==> src/hdl/ecr_pkg.sv <==
`timescale 1ns / 1ps
`default_nettype none

package ecr_pkg;

    // Elevation sample width and the signed width used for band compares.
    localparam int ELEV_BITS   = 16;
    localparam int CMP_BITS    = ELEV_BITS + 1;

    // Band bookkeeping.
    localparam int NUM_BANDS_RAW = 5;
    localparam int NUM_BANDS_ENH = 8;
    localparam int NUM_BANDS_MAX = 8;
    localparam int IDX_BITS      = 3;

    // Offset within a band (largest span is 5000 m).
    localparam int OFF_BITS    = 13;
    // Divisor of the rounding quotient is twice the span.
    localparam int DIV_BITS    = OFF_BITS + 1;
    // Biased numerator 2*d*off + 513*span stays below 2^23.
    localparam int X_BITS      = 23;
    // Reciprocal of the divisor scaled by 2^RECIP_SHIFT.
    localparam int RECIP_SHIFT = 23;
    localparam int RECIP_BITS  = 14;
    localparam int P_BITS      = X_BITS + RECIP_BITS;
    // Biased quotient stays below 512.
    localparam int Q_BITS      = 10;
    localparam int PROD_BITS   = Q_BITS + DIV_BITS;
    // Width of the final sum a + q + carry.
    localparam int SUM_BITS    = 12;
    localparam int NUM_CH      = 3;

    // Ramp mode codes.
    localparam logic MODE_RAW = 1'b0;
    localparam logic MODE_ENH = 1'b1;

    typedef logic signed [ELEV_BITS-1:0] t_elev;
    typedef logic [NUM_CH-1:0][7:0]      t_rgb;

    // One band of the ramp: start, span, scaled reciprocal of 2*span,
    // start color and color step per channel.
    typedef struct packed {
        logic signed [CMP_BITS-1:0]   lo;
        logic [OFF_BITS-1:0]          span;
        logic [RECIP_BITS-1:0]        recip;
        logic [NUM_CH-1:0][7:0]       a;
        logic [NUM_CH-1:0][8:0]       d;
    } t_band;

    // Item passed from the band selector to the channel mixer.
    typedef struct packed {
        logic                  mode;
        logic [IDX_BITS-1:0]   idx;
        logic [OFF_BITS-1:0]   off;
    } t_band_item;

    function automatic t_band mk_band(input int lo, input int span, input int recip,
                                      input int a0, input int a1, input int a2,
                                      input int b0, input int b1, input int b2);
        t_band r;
        r.lo    = CMP_BITS'(lo);
        r.span  = OFF_BITS'(span);
        r.recip = RECIP_BITS'(recip);
        r.a[0]  = 8'(a0);
        r.a[1]  = 8'(a1);
        r.a[2]  = 8'(a2);
        r.d[0]  = 9'(b0 - a0);
        r.d[1]  = 9'(b1 - a1);
        r.d[2]  = 9'(b2 - a2);
        return r;
    endfunction

    // Band table. The reciprocal is floor(2^23 / (2 * span)).
    function automatic t_band band_info(input logic mode, input logic [IDX_BITS-1:0] idx);
        t_band r;
        r = mk_band(5000, 3000, 1398, 123, 90, 60, 245, 245, 245);
        if (mode == MODE_ENH) begin
            case (idx)
                3'd0:    r = mk_band(-6000, 5000,  838,   9,  34,  90,  32,  94, 160);
                3'd1:    r = mk_band(-1000, 1000, 4194,  32,  94, 160,  95, 168, 209);
                3'd2:    r = mk_band(    0,  500, 8388,  92, 146,  82, 126, 165, 102);
                3'd3:    r = mk_band(  500,  500, 8388, 126, 165, 102, 162, 177, 120);
                3'd4:    r = mk_band( 1000, 1000, 4194, 162, 177, 120, 188, 175, 124);
                3'd5:    r = mk_band( 2000, 2000, 2097, 188, 175, 124, 153, 127,  91);
                3'd6:    r = mk_band( 4000, 2500, 1677, 153, 127,  91, 121,  91,  68);
                default: r = mk_band( 6500, 2000, 2097, 121,  91,  68, 245, 245, 245);
            endcase
        end else begin
            case (idx)
                3'd0:    r = mk_band(-6000, 5000,  838,   7,  36,  97,  36, 102, 170);
                3'd1:    r = mk_band(-1000, 1000, 4194,  36, 102, 170, 108, 179, 214);
                3'd2:    r = mk_band(    0, 2000, 2097,  76, 134,  68, 171, 145,  86);
                3'd3:    r = mk_band( 2000, 3000, 1398, 171, 145,  86, 123,  90,  60);
                default: r = mk_band( 5000, 3000, 1398, 123,  90,  60, 245, 245, 245);
            endcase
        end
        return r;
    endfunction

endpackage

`default_nettype wire

==> src/hdl/ecr_mix.sv <==
`timescale 1ns / 1ps
`default_nettype none

module ecr_mix (
    input  wire                      i_clk,
    input  wire                      i_rst_n,
    input  wire                      i_valid,
    output logic                     o_ready,
    input  ecr_pkg::t_band_item      i_item,
    output logic                     o_valid,
    input  wire                      i_ready,
    output ecr_pkg::t_rgb            o_rgb
);
    import ecr_pkg::*;

    logic r_v3;
    logic r_v4;
    logic r_v5;
    logic r_v6;
    logic adv3;
    logic adv4;
    logic adv5;
    logic adv6;

    logic                               r_s3_mode;
    logic [IDX_BITS-1:0]                r_s3_idx;
    logic [NUM_CH-1:0][X_BITS-1:0]      r_s3_x;
    logic                               r_s4_mode;
    logic [IDX_BITS-1:0]                r_s4_idx;
    logic [NUM_CH-1:0][X_BITS-1:0]      r_s4_x;
    logic [NUM_CH-1:0][Q_BITS-1:0]      r_s4_q;
    logic                               r_s5_mode;
    logic [IDX_BITS-1:0]                r_s5_idx;
    logic [NUM_CH-1:0][X_BITS-1:0]      r_s5_x;
    logic [NUM_CH-1:0][Q_BITS-1:0]      r_s5_q;
    logic [NUM_CH-1:0][PROD_BITS-1:0]   r_s5_prod;
    t_rgb                               r_rgb;

    t_band                              bd3;
    t_band                              bd4;
    t_band                              bd5;
    t_band                              bd6;
    logic [X_BITS-1:0]                  bias;
    logic signed [X_BITS-2:0]           step;
    logic signed [X_BITS+1:0]           xsum;
    logic [NUM_CH-1:0][X_BITS-1:0]      n_x;
    logic [P_BITS-1:0]                  pq;
    logic [NUM_CH-1:0][Q_BITS-1:0]      n_q;
    logic [DIV_BITS-1:0]                dv5;
    logic [DIV_BITS-1:0]                dv6;
    logic [NUM_CH-1:0][PROD_BITS-1:0]   n_prod;
    logic [NUM_CH-1:0][PROD_BITS-1:0]   resid;
    logic [NUM_CH-1:0][SUM_BITS-1:0]    usum;
    t_rgb                               n_rgb;

    // Each stage moves on when it is empty or the next one moves.
    assign adv6    = !r_v6 || i_ready;
    assign adv5    = !r_v5 || adv6;
    assign adv4    = !r_v4 || adv5;
    assign adv3    = !r_v3 || adv4;
    assign o_ready = adv3;

    // Stage 3: biased numerator 2*d*off + 513*span, always positive.
    always_comb begin
        bd3  = band_info(i_item.mode, i_item.idx);
        bias = (X_BITS'(bd3.span) << 9) + X_BITS'(bd3.span);
        step = '0;
        xsum = '0;
        for (int c = 0; c < NUM_CH; c++) begin
            step   = $signed(bd3.d[c]) * $signed({1'b0, i_item.off});
            xsum   = ((X_BITS+2)'(step) <<< 1) + $signed({2'b00, bias});
            n_x[c] = xsum[X_BITS-1:0];
        end
    end

    // Stage 4: quotient estimate by the scaled reciprocal; at most one low.
    always_comb begin
        bd4 = band_info(r_s3_mode, r_s3_idx);
        pq  = '0;
        for (int c = 0; c < NUM_CH; c++) begin
            pq     = P_BITS'(r_s3_x[c]) * P_BITS'(bd4.recip);
            n_q[c] = pq[RECIP_SHIFT+Q_BITS-1:RECIP_SHIFT];
        end
    end

    // Stage 5: multiply the estimate back by the divisor 2*span.
    always_comb begin
        bd5 = band_info(r_s4_mode, r_s4_idx);
        dv5 = {bd5.span, 1'b0};
        for (int c = 0; c < NUM_CH; c++) begin
            n_prod[c] = PROD_BITS'(r_s4_q[c]) * PROD_BITS'(dv5);
        end
    end

    // Stage 6: correct the estimate, remove the bias, add the start color and clamp to 0..255.
    always_comb begin
        bd6 = band_info(r_s5_mode, r_s5_idx);
        dv6 = {bd6.span, 1'b0};
        for (int c = 0; c < NUM_CH; c++) begin
            resid[c] = PROD_BITS'(r_s5_x[c]) - r_s5_prod[c];
            usum[c]  = SUM_BITS'(bd6.a[c]) + SUM_BITS'(r_s5_q[c])
                     + SUM_BITS'(resid[c] >= PROD_BITS'(dv6));
            if (usum[c] < SUM_BITS'(256)) begin
                n_rgb[c] = 8'd0;
            end else if (usum[c] > SUM_BITS'(511)) begin
                n_rgb[c] = 8'd255;
            end else begin
                n_rgb[c] = usum[c][7:0];
            end
        end
    end

    // Valid bits.
    always_ff @(posedge i_clk) begin
        if (!i_rst_n) begin
            r_v3 <= 1'b0;
            r_v4 <= 1'b0;
            r_v5 <= 1'b0;
            r_v6 <= 1'b0;
        end else begin
            if (adv3) r_v3 <= i_valid;
            if (adv4) r_v4 <= r_v3;
            if (adv5) r_v5 <= r_v4;
            if (adv6) r_v6 <= r_v5;
        end
    end

    // Payload registers.
    always_ff @(posedge i_clk) begin
        if (adv3) begin
            r_s3_mode <= i_item.mode;
            r_s3_idx  <= i_item.idx;
            r_s3_x    <= n_x;
        end
        if (adv4) begin
            r_s4_mode <= r_s3_mode;
            r_s4_idx  <= r_s3_idx;
            r_s4_x    <= r_s3_x;
            r_s4_q    <= n_q;
        end
        if (adv5) begin
            r_s5_mode <= r_s4_mode;
            r_s5_idx  <= r_s4_idx;
            r_s5_x    <= r_s4_x;
            r_s5_q    <= r_s4_q;
            r_s5_prod <= n_prod;
        end
        if (adv6) begin
            r_rgb <= n_rgb;
        end
    end

    assign o_valid = r_v6;
    assign o_rgb   = r_rgb;

    // The reciprocal estimate is never more than one below the true quotient.
    a_resid_bound: assert property (@(posedge i_clk) disable iff (!i_rst_n)
        r_v5 |-> ((resid[0] < PROD_BITS'({dv6, 1'b0})) &&
                  (resid[1] < PROD_BITS'({dv6, 1'b0})) &&
                  (resid[2] < PROD_BITS'({dv6, 1'b0}))))
        else $error("quotient estimate off by more than one");

    // The interpolated value already lies in 0..255 before the clamp.
    a_sum_range: assert property (@(posedge i_clk) disable iff (!i_rst_n)
        r_v5 |-> ((usum[0] >= SUM_BITS'(256)) && (usum[0] <= SUM_BITS'(511)) &&
                  (usum[1] >= SUM_BITS'(256)) && (usum[1] <= SUM_BITS'(511)) &&
                  (usum[2] >= SUM_BITS'(256)) && (usum[2] <= SUM_BITS'(511))))
        else $error("channel value outside color range");

    // A stalled middle stage keeps its item.
    a_s4_hold: assert property (@(posedge i_clk) disable iff (!i_rst_n)
        (r_v4 && !adv5) |=> r_v4)
        else $error("stage 4 item lost under stall");

endmodule

`default_nettype wire

==> config.mk <==
export PLATFORM = sky130hd
export DESIGN_NAME = ecr_mix
export DESIGN_NICKNAME = d
export VERILOG_FILES = /design/src/hdl/ecr_pkg.sv /design/src/hdl/ecr_mix.sv
export SDC_FILE = /design/constraint.sdc
export NUM_CORES = 2
export LEC_CHECK = 0
export BUFFER_PORTS_ARGS = -buffer_cell sky130_fd_sc_hd__buf_2
export CAP_MARGIN = 20
export CORE_ASPECT_RATIO = 0.6
export CORE_MARGIN = 3
export CORE_UTILIZATION = 60
export CTS_BUF_LIST = sky130_fd_sc_hd__clkbuf_4
export CTS_CLUSTER_SIZE = 24
export DETAILED_ROUTE_END_ITERATION = 8
export PLACE_DENSITY = 0.86
export SETUP_SLACK_MARGIN = 0.1
export SLEW_MARGIN = 20
export SYNTH_ARGS = -nofsm -noshare
export SYNTH_HDL_FRONTEND = slang
export SYNTH_SLANG_ARGS = --single-unit
export TNS_END_PERCENT = 50
==> constraint.sdc <==
create_clock -name i_clk -period 22.2 [get_ports i_clk]
set_clock_uncertainty 0.2 [all_clocks]
set_input_delay 0 -clock i_clk [delete_from_list [all_inputs] [get_ports i_clk]]
set_output_delay 0 -clock i_clk [all_outputs]
set_load 0.05 [all_outputs]
### After elaboration in Yosys (flattened, before gate mapping)

Cells that the tools add are included.

| storage, ports and cells | value |
|---|---|
| word-level logic and storage cells | 113 |
| output and inout bits | 26 |
| bits in registers | 376 |

| operators by class | value |
|---|---|
| reductions and logical operators | 12 |
| equality and inequality tests | 24 |
| magnitude comparators | 9 |
| add/sub/neg operators | 13 |
| mux-type cells | 15 |
| multipliers | 9 |

Operators with widths:

| operator | count |
|---|---|
| one-hot mux 78 bit (7 select lines) | 3 |
| one-hot mux 78 bit (4 select lines) | 3 |
| one-hot mux 65 bit (7 select lines) | 1 |
| one-hot mux 64 bit (4 select lines) | 1 |
| 2-to-1 mux 78 bit | 3 |
| multiplier 23 x 14 -> 33 bit | 3 |
| greater-or-equal comparator 24 x 14 -> 1 bit | 3 |
| subtractor 23 x 24 -> 24 bit | 3 |
| adder 23 bit | 3 |
| multiplier 10 x 13 -> 23 bit | 3 |
| multiplier 9 x 14 -> 22 bit | 3 |
| 2-to-1 mux 65 bit | 1 |
| adder 11 x 1 -> 12 bit | 3 |
| == test 3 bit (second input constant) | 12 |
| > comparator 12 x 9 -> 1 bit (second input constant) | 3 |
| less-than comparator 12 x 9 -> 1 bit (second input constant) | 3 |
| adder 8 x 10 -> 11 bit | 3 |
| == test 3 x 2 -> 1 bit (second input constant) | 8 |
| 2-to-1 mux 8 bit | 3 |
| adder 22 x 13 -> 23 bit | 1 |
| == test 3 x 1 -> 1 bit (second input constant) | 4 |
| zero test 3 bit | 4 |
| zero test 1 bit | 4 |
| logical OR 1 bit | 4 |

### Depth between registers and ports, before layout

| depth | value |
|---|---|
| word-level depth | 7 |
| mapped depth | 36 |

### Worst setup path before layout

No wires, ideal clock.

| timing | value |
|---|---|
| kind | flip-flop to flip-flop |
| start point | register r_s3_idx[1] |
| end point | register r_s4_q[18] (netlist name) (data pin) |
| stages on the path, launching flop included | 30 |
| library setup time | 0.262 ns |
| arrival | 6.857 ns |
| period minus slack after synthesis | 7.319 ns |
| required time | 21.738 ns |
| path slack | 14.881 ns |
| path through | edfxtp_1 -> clkbuf_1 -> nand2b_1 -> nor2_1 -> a21oi_1 -> nor2_1 -> a31oi_1 -> clkbuf_1 -> clkbuf_1 -> nand2_1 -> fa_1 -> inv_1 -> fa_1 -> fa_1 -> inv_1 -> fa_1 -> inv_1 -> fa_1 -> fa_1 -> ha_1 -> or4_1 -> a21oi_1 -> o21ai_1 -> a41oi_2 -> a21boi_1 -> o211a_1 -> o21a_1 -> o21a_1 -> o31ai_1 -> xnor2_1 |

RTL lines:

| element | line | source |
|---|---|---|
| from (decl) | ecr_mix.sv:26 | `logic [IDX_BITS-1:0] r_s3_idx;` |
| from (signal assigned) | ecr_mix.sv:132 | `r_s3_idx <= i_item.idx;` |
| to (signal assigned) | ecr_mix.sv:139 | `r_s4_q <= n_q;` |
| to (decl) | ecr_mix.sv:31 | `logic [NUM_CH-1:0][Q_BITS-1:0] r_s4_q;` |

==> flow_summary.ini <==
[outcome]
status = complete, no violations

[grt]
globalRoute.totalOverflow = 0
vias_in_the_first_global_route = 52300
busiest_layer_in_global_routing = met2
gr-usage-met2_pct = 44.5
antenna_found_initial = 11
met3_resource_use_gr_pct = 10.7
grt_start_max_net_pins = 67
track_usage_pct = 30.5
use_met1_pct = 43.8
grt_pass1_wl_microns = 275000

[floorplan]
dieWidth_microns = 434
initial_utilization_pct = 61.0
design.portCount = 47
core_area_sq_um = 108000
design.die.area_sq_um = 114000
die_h_microns = 263
rows = 93

[synthesis]
synth_ff_type = edfxtp_1
synthSimpleGateAreaFrac_pct = 15.9
yosysSeqAreaShare_pct = 16.4
dominant_combinational_cell_family_by_area_after_synthesis = adder cells
synth_enable_flop_cells = 357
post_synth_inst_count = 6903
postSynthNetCount = 8813
muxShareOfSynthArea_pct = 0.110
netlist-cell-type-count = 77
parity_gate_share_of_the_synthesized_area_counting_xor_and_xnor_cells_pct = 3.30
synth_compound_gate_area_share_pct = 6.45
synth_seq_cells = 361
ys_async_sr_fraction_pct = 0
post_synth_instance_area_sq_um = 65900
synth-warning-count = 0
synth_adder_area_share_pct = 48.9
avg_cell_area_syn_sq_um = 9.55

[drt]
drt_drc_violations_left = 0
routedWlPerCell_microns = 20.2
drt_pre_antenna_iters = 6
vias = 49100
route.final.wire_length_microns = 168000
ant_nets = 0
initialDrtViolationCount = 5271
avgViaCountPerCell = 5.91

[clock_network]
cts_tree = yes
clk_pin_slew_worst_paths_ps = 90
clock_latency_of_the_later_clocked_register_in_the_worst_skew_pair_ps = 1000
cts-buffers-inserted = 85
cell_chosen_for_the_clock_root = clkbuf_4
cts_max_level = 3
numClockSinks = 361
cts_repair_resize_count = 0
clockBufferDepth = 3

[placed_design]
io_buffers = 46
placed_wire_length_estimate_microns = 131000
detailed_place.area_sq_um = 67500
routability_congestion_estimate = 0.963
post-place-cells = 8146

[flow_run]
max_cap_viol_count = 0

[cells_and_area]
number_of_nets_in_the_final_layout = 8738
final_cell_area_sq_um = 68800
layout-area-overhead-vs-synth_pct = 4.37
layout_cells_sized_above_1_pct = 4.33
layoutNonFillerInstCount = 8316
fillerInstances = 8095

[worst_hold_path]
hold_path_class = in2reg

[timing]
fin_crit_ps = 9170
finalMaxSlewViolations = 0
rsz0062_at_grt = false
report.final.hold_viol_count = 0
max_slew.worst_pin.slew_ps = 1210
post-route-period-util_pct = 41.3
slew_hr_pct = 18.9
fin_setup_tns_ps = 0
setup_viol = 0
maxClockFrequency_ghz = 0.109
final.hold.worst_slack_ps = 172

[worst_setup_path]
worst-path-max-fanout = 36
timing.critical_path.required_ps = 22670
worstSetupStartpointType = flip-flop
crit_type = reg2reg
timing.critical_path.to_type = flip-flop
timing.critical_path.arrival_ps = 9650
-- worst max-delay path, stage by stage, from the launching register on --
cell	delay (ps)
edfxtp_1	600
nand2b_1	420
nor3_1	470
a31o_2	640
buf_4	520
nand2_1	160
fa_1	580
inv_1	50
fa_1	480
inv_1	50
fa_1	490
inv_1	70
fa_1	440
fa_1	490
inv_1	50
fa_1	480
inv_1	50
ha_1	310
nand2_1	90
o211ai_1	110
o221a_2	240
o41ai_1	730
a211oi_1	210
nor3_1	420
o21bai_1	180
a21oi_1	200
xnor2_1	90
-- repair_timing --
action / CTS / global route
hold endpoints to repair: 124 / 0
buffers inserted: 0 / 0
hold buffers: 20 / 0
-- cells by family after synthesis --
logic type / after synthesis
AND/OR/NAND/NOR: 2194
adder cells (fa/ha/maj): 1890
buffers and inverters: 1559
AO/OA/AOI/OAI: 644
flip-flops: 361
XOR/XNOR: 248
multiplexers: 7
-- final cells by class --
class                   count  area, sq um  area share, %
diodes                     10         25.0         0.0364
clock buffers             114          856           1.24
clock inverters            26          243          0.353
inverters                1272         4780           6.94
multi-input cells        4983        49400           71.9
flip-flops and latches    361        10800           15.7
well taps                1425         1780           2.59
repair buffers            125          873           1.27
-- state kept, by name, indices dropped and copies added, names as in the netlist --
name and cells:
r_s3_x 66, r_s4_x 66, r_s5_x 66, r_s5_prod 63, r_s4_q 30, r_s5_q 30
o_rgb 24, r_s3_idx 3, r_s4_idx 3, r_s5_idx 3, o_valid 1, r_s3_mode 1
r_s4_mode 1, r_s5_mode 1, r_v3 1, r_v4 1, r_v5 1
-- cell usage in the layout (no fill, tap or decap), types with 11 or more instances in the layout --
| cell type | count |
|---|---|
| o2111ai_1 | 11 |
| o21ai_0 | 116 |
| buf_2 | 46 |
| a21boi_0 | 12 |
| clkinv_1 | 14 |
| or3_1 | 19 |
| a21o_1 | 69 |
| ha_1 | 742 |
| nand2_1 | 970 |
| xnor2_1 | 192 |
| o211ai_1 | 18 |
| nand3_1 | 57 |
| xor2_1 | 56 |
| buf_4 | 59 |
| a211oi_1 | 15 |
| nand4_1 | 11 |
| nand2b_1 | 41 |
| nor3_1 | 77 |
| dlygate4sd3_1 | 20 |
| a31oi_1 | 25 |
| and3_1 | 37 |
| clkbuf_4 | 114 |
| o21bai_1 | 19 |
| fa_1 | 1147 |
| a21oi_1 | 177 |
| edfxtp_1 | 357 |
| and2_1 | 596 |
| inv_1 | 1269 |
| o21a_1 | 56 |
| or2_2 | 21 |
| o31a_1 | 13 |
| nor2b_1 | 65 |
| nor2_1 | 260 |
-- through the flow --
stage	worst slack [ps]	util, %
after global routing	12580	63.6
after floorplan	14880	-
after detailed placement	13180	62.4
after CTS	13100	63.6
after global placement	13500	62.4
final	13030	63.6
-- path summary, 6_finish.rpt --
path,slack (ps),from,endpoint,depth (start not counted)
max,13030,r_s3_idx[0]$_DFFE_PP_,r_s4_q[29]$_DFFE_PP_,26
min reg2reg,190,r_s4_x[55]$_DFFE_PP_,r_s5_x[55]$_DFFE_PP_,0
min,170,i_rst_n,r_v3$_SDFFE_PN0P_,4
max reg2reg,13030,r_s3_idx[0]$_DFFE_PP_,r_s4_q[29]$_DFFE_PP_,26
-- per-layer routing --
layer	vias to the layer above	wire, microns
met5	-	33
met4	4	3550
met3	367	24700
met2	3032	72200
met1	24300	67800
li1	21400	-
-- synthesized netlist by cell type (69+ instances only) --
| master | instances | area [sq um] |
|---|---|---|
| a21o_1 | 69 | 518 |
| a21oi_1 | 183 | 916 |
| and2_1 | 596 | 3730 |
| clkbuf_1 | 274 | 1030 |
| edfxtp_1 | 357 | 10700 |
| fa_1 | 1147 | 23000 |
| ha_1 | 742 | 9280 |
| inv_1 | 1270 | 4770 |
| nand2_1 | 972 | 3650 |
| nor2_1 | 266 | 998 |
| nor3_1 | 78 | 390 |
| o21ai_0 | 121 | 606 |
| xnor2_1 | 192 | 1680 |
Power is not shown: default switching activity piles up to over one toggle a cycle in this logic, so the estimate is an artifact.
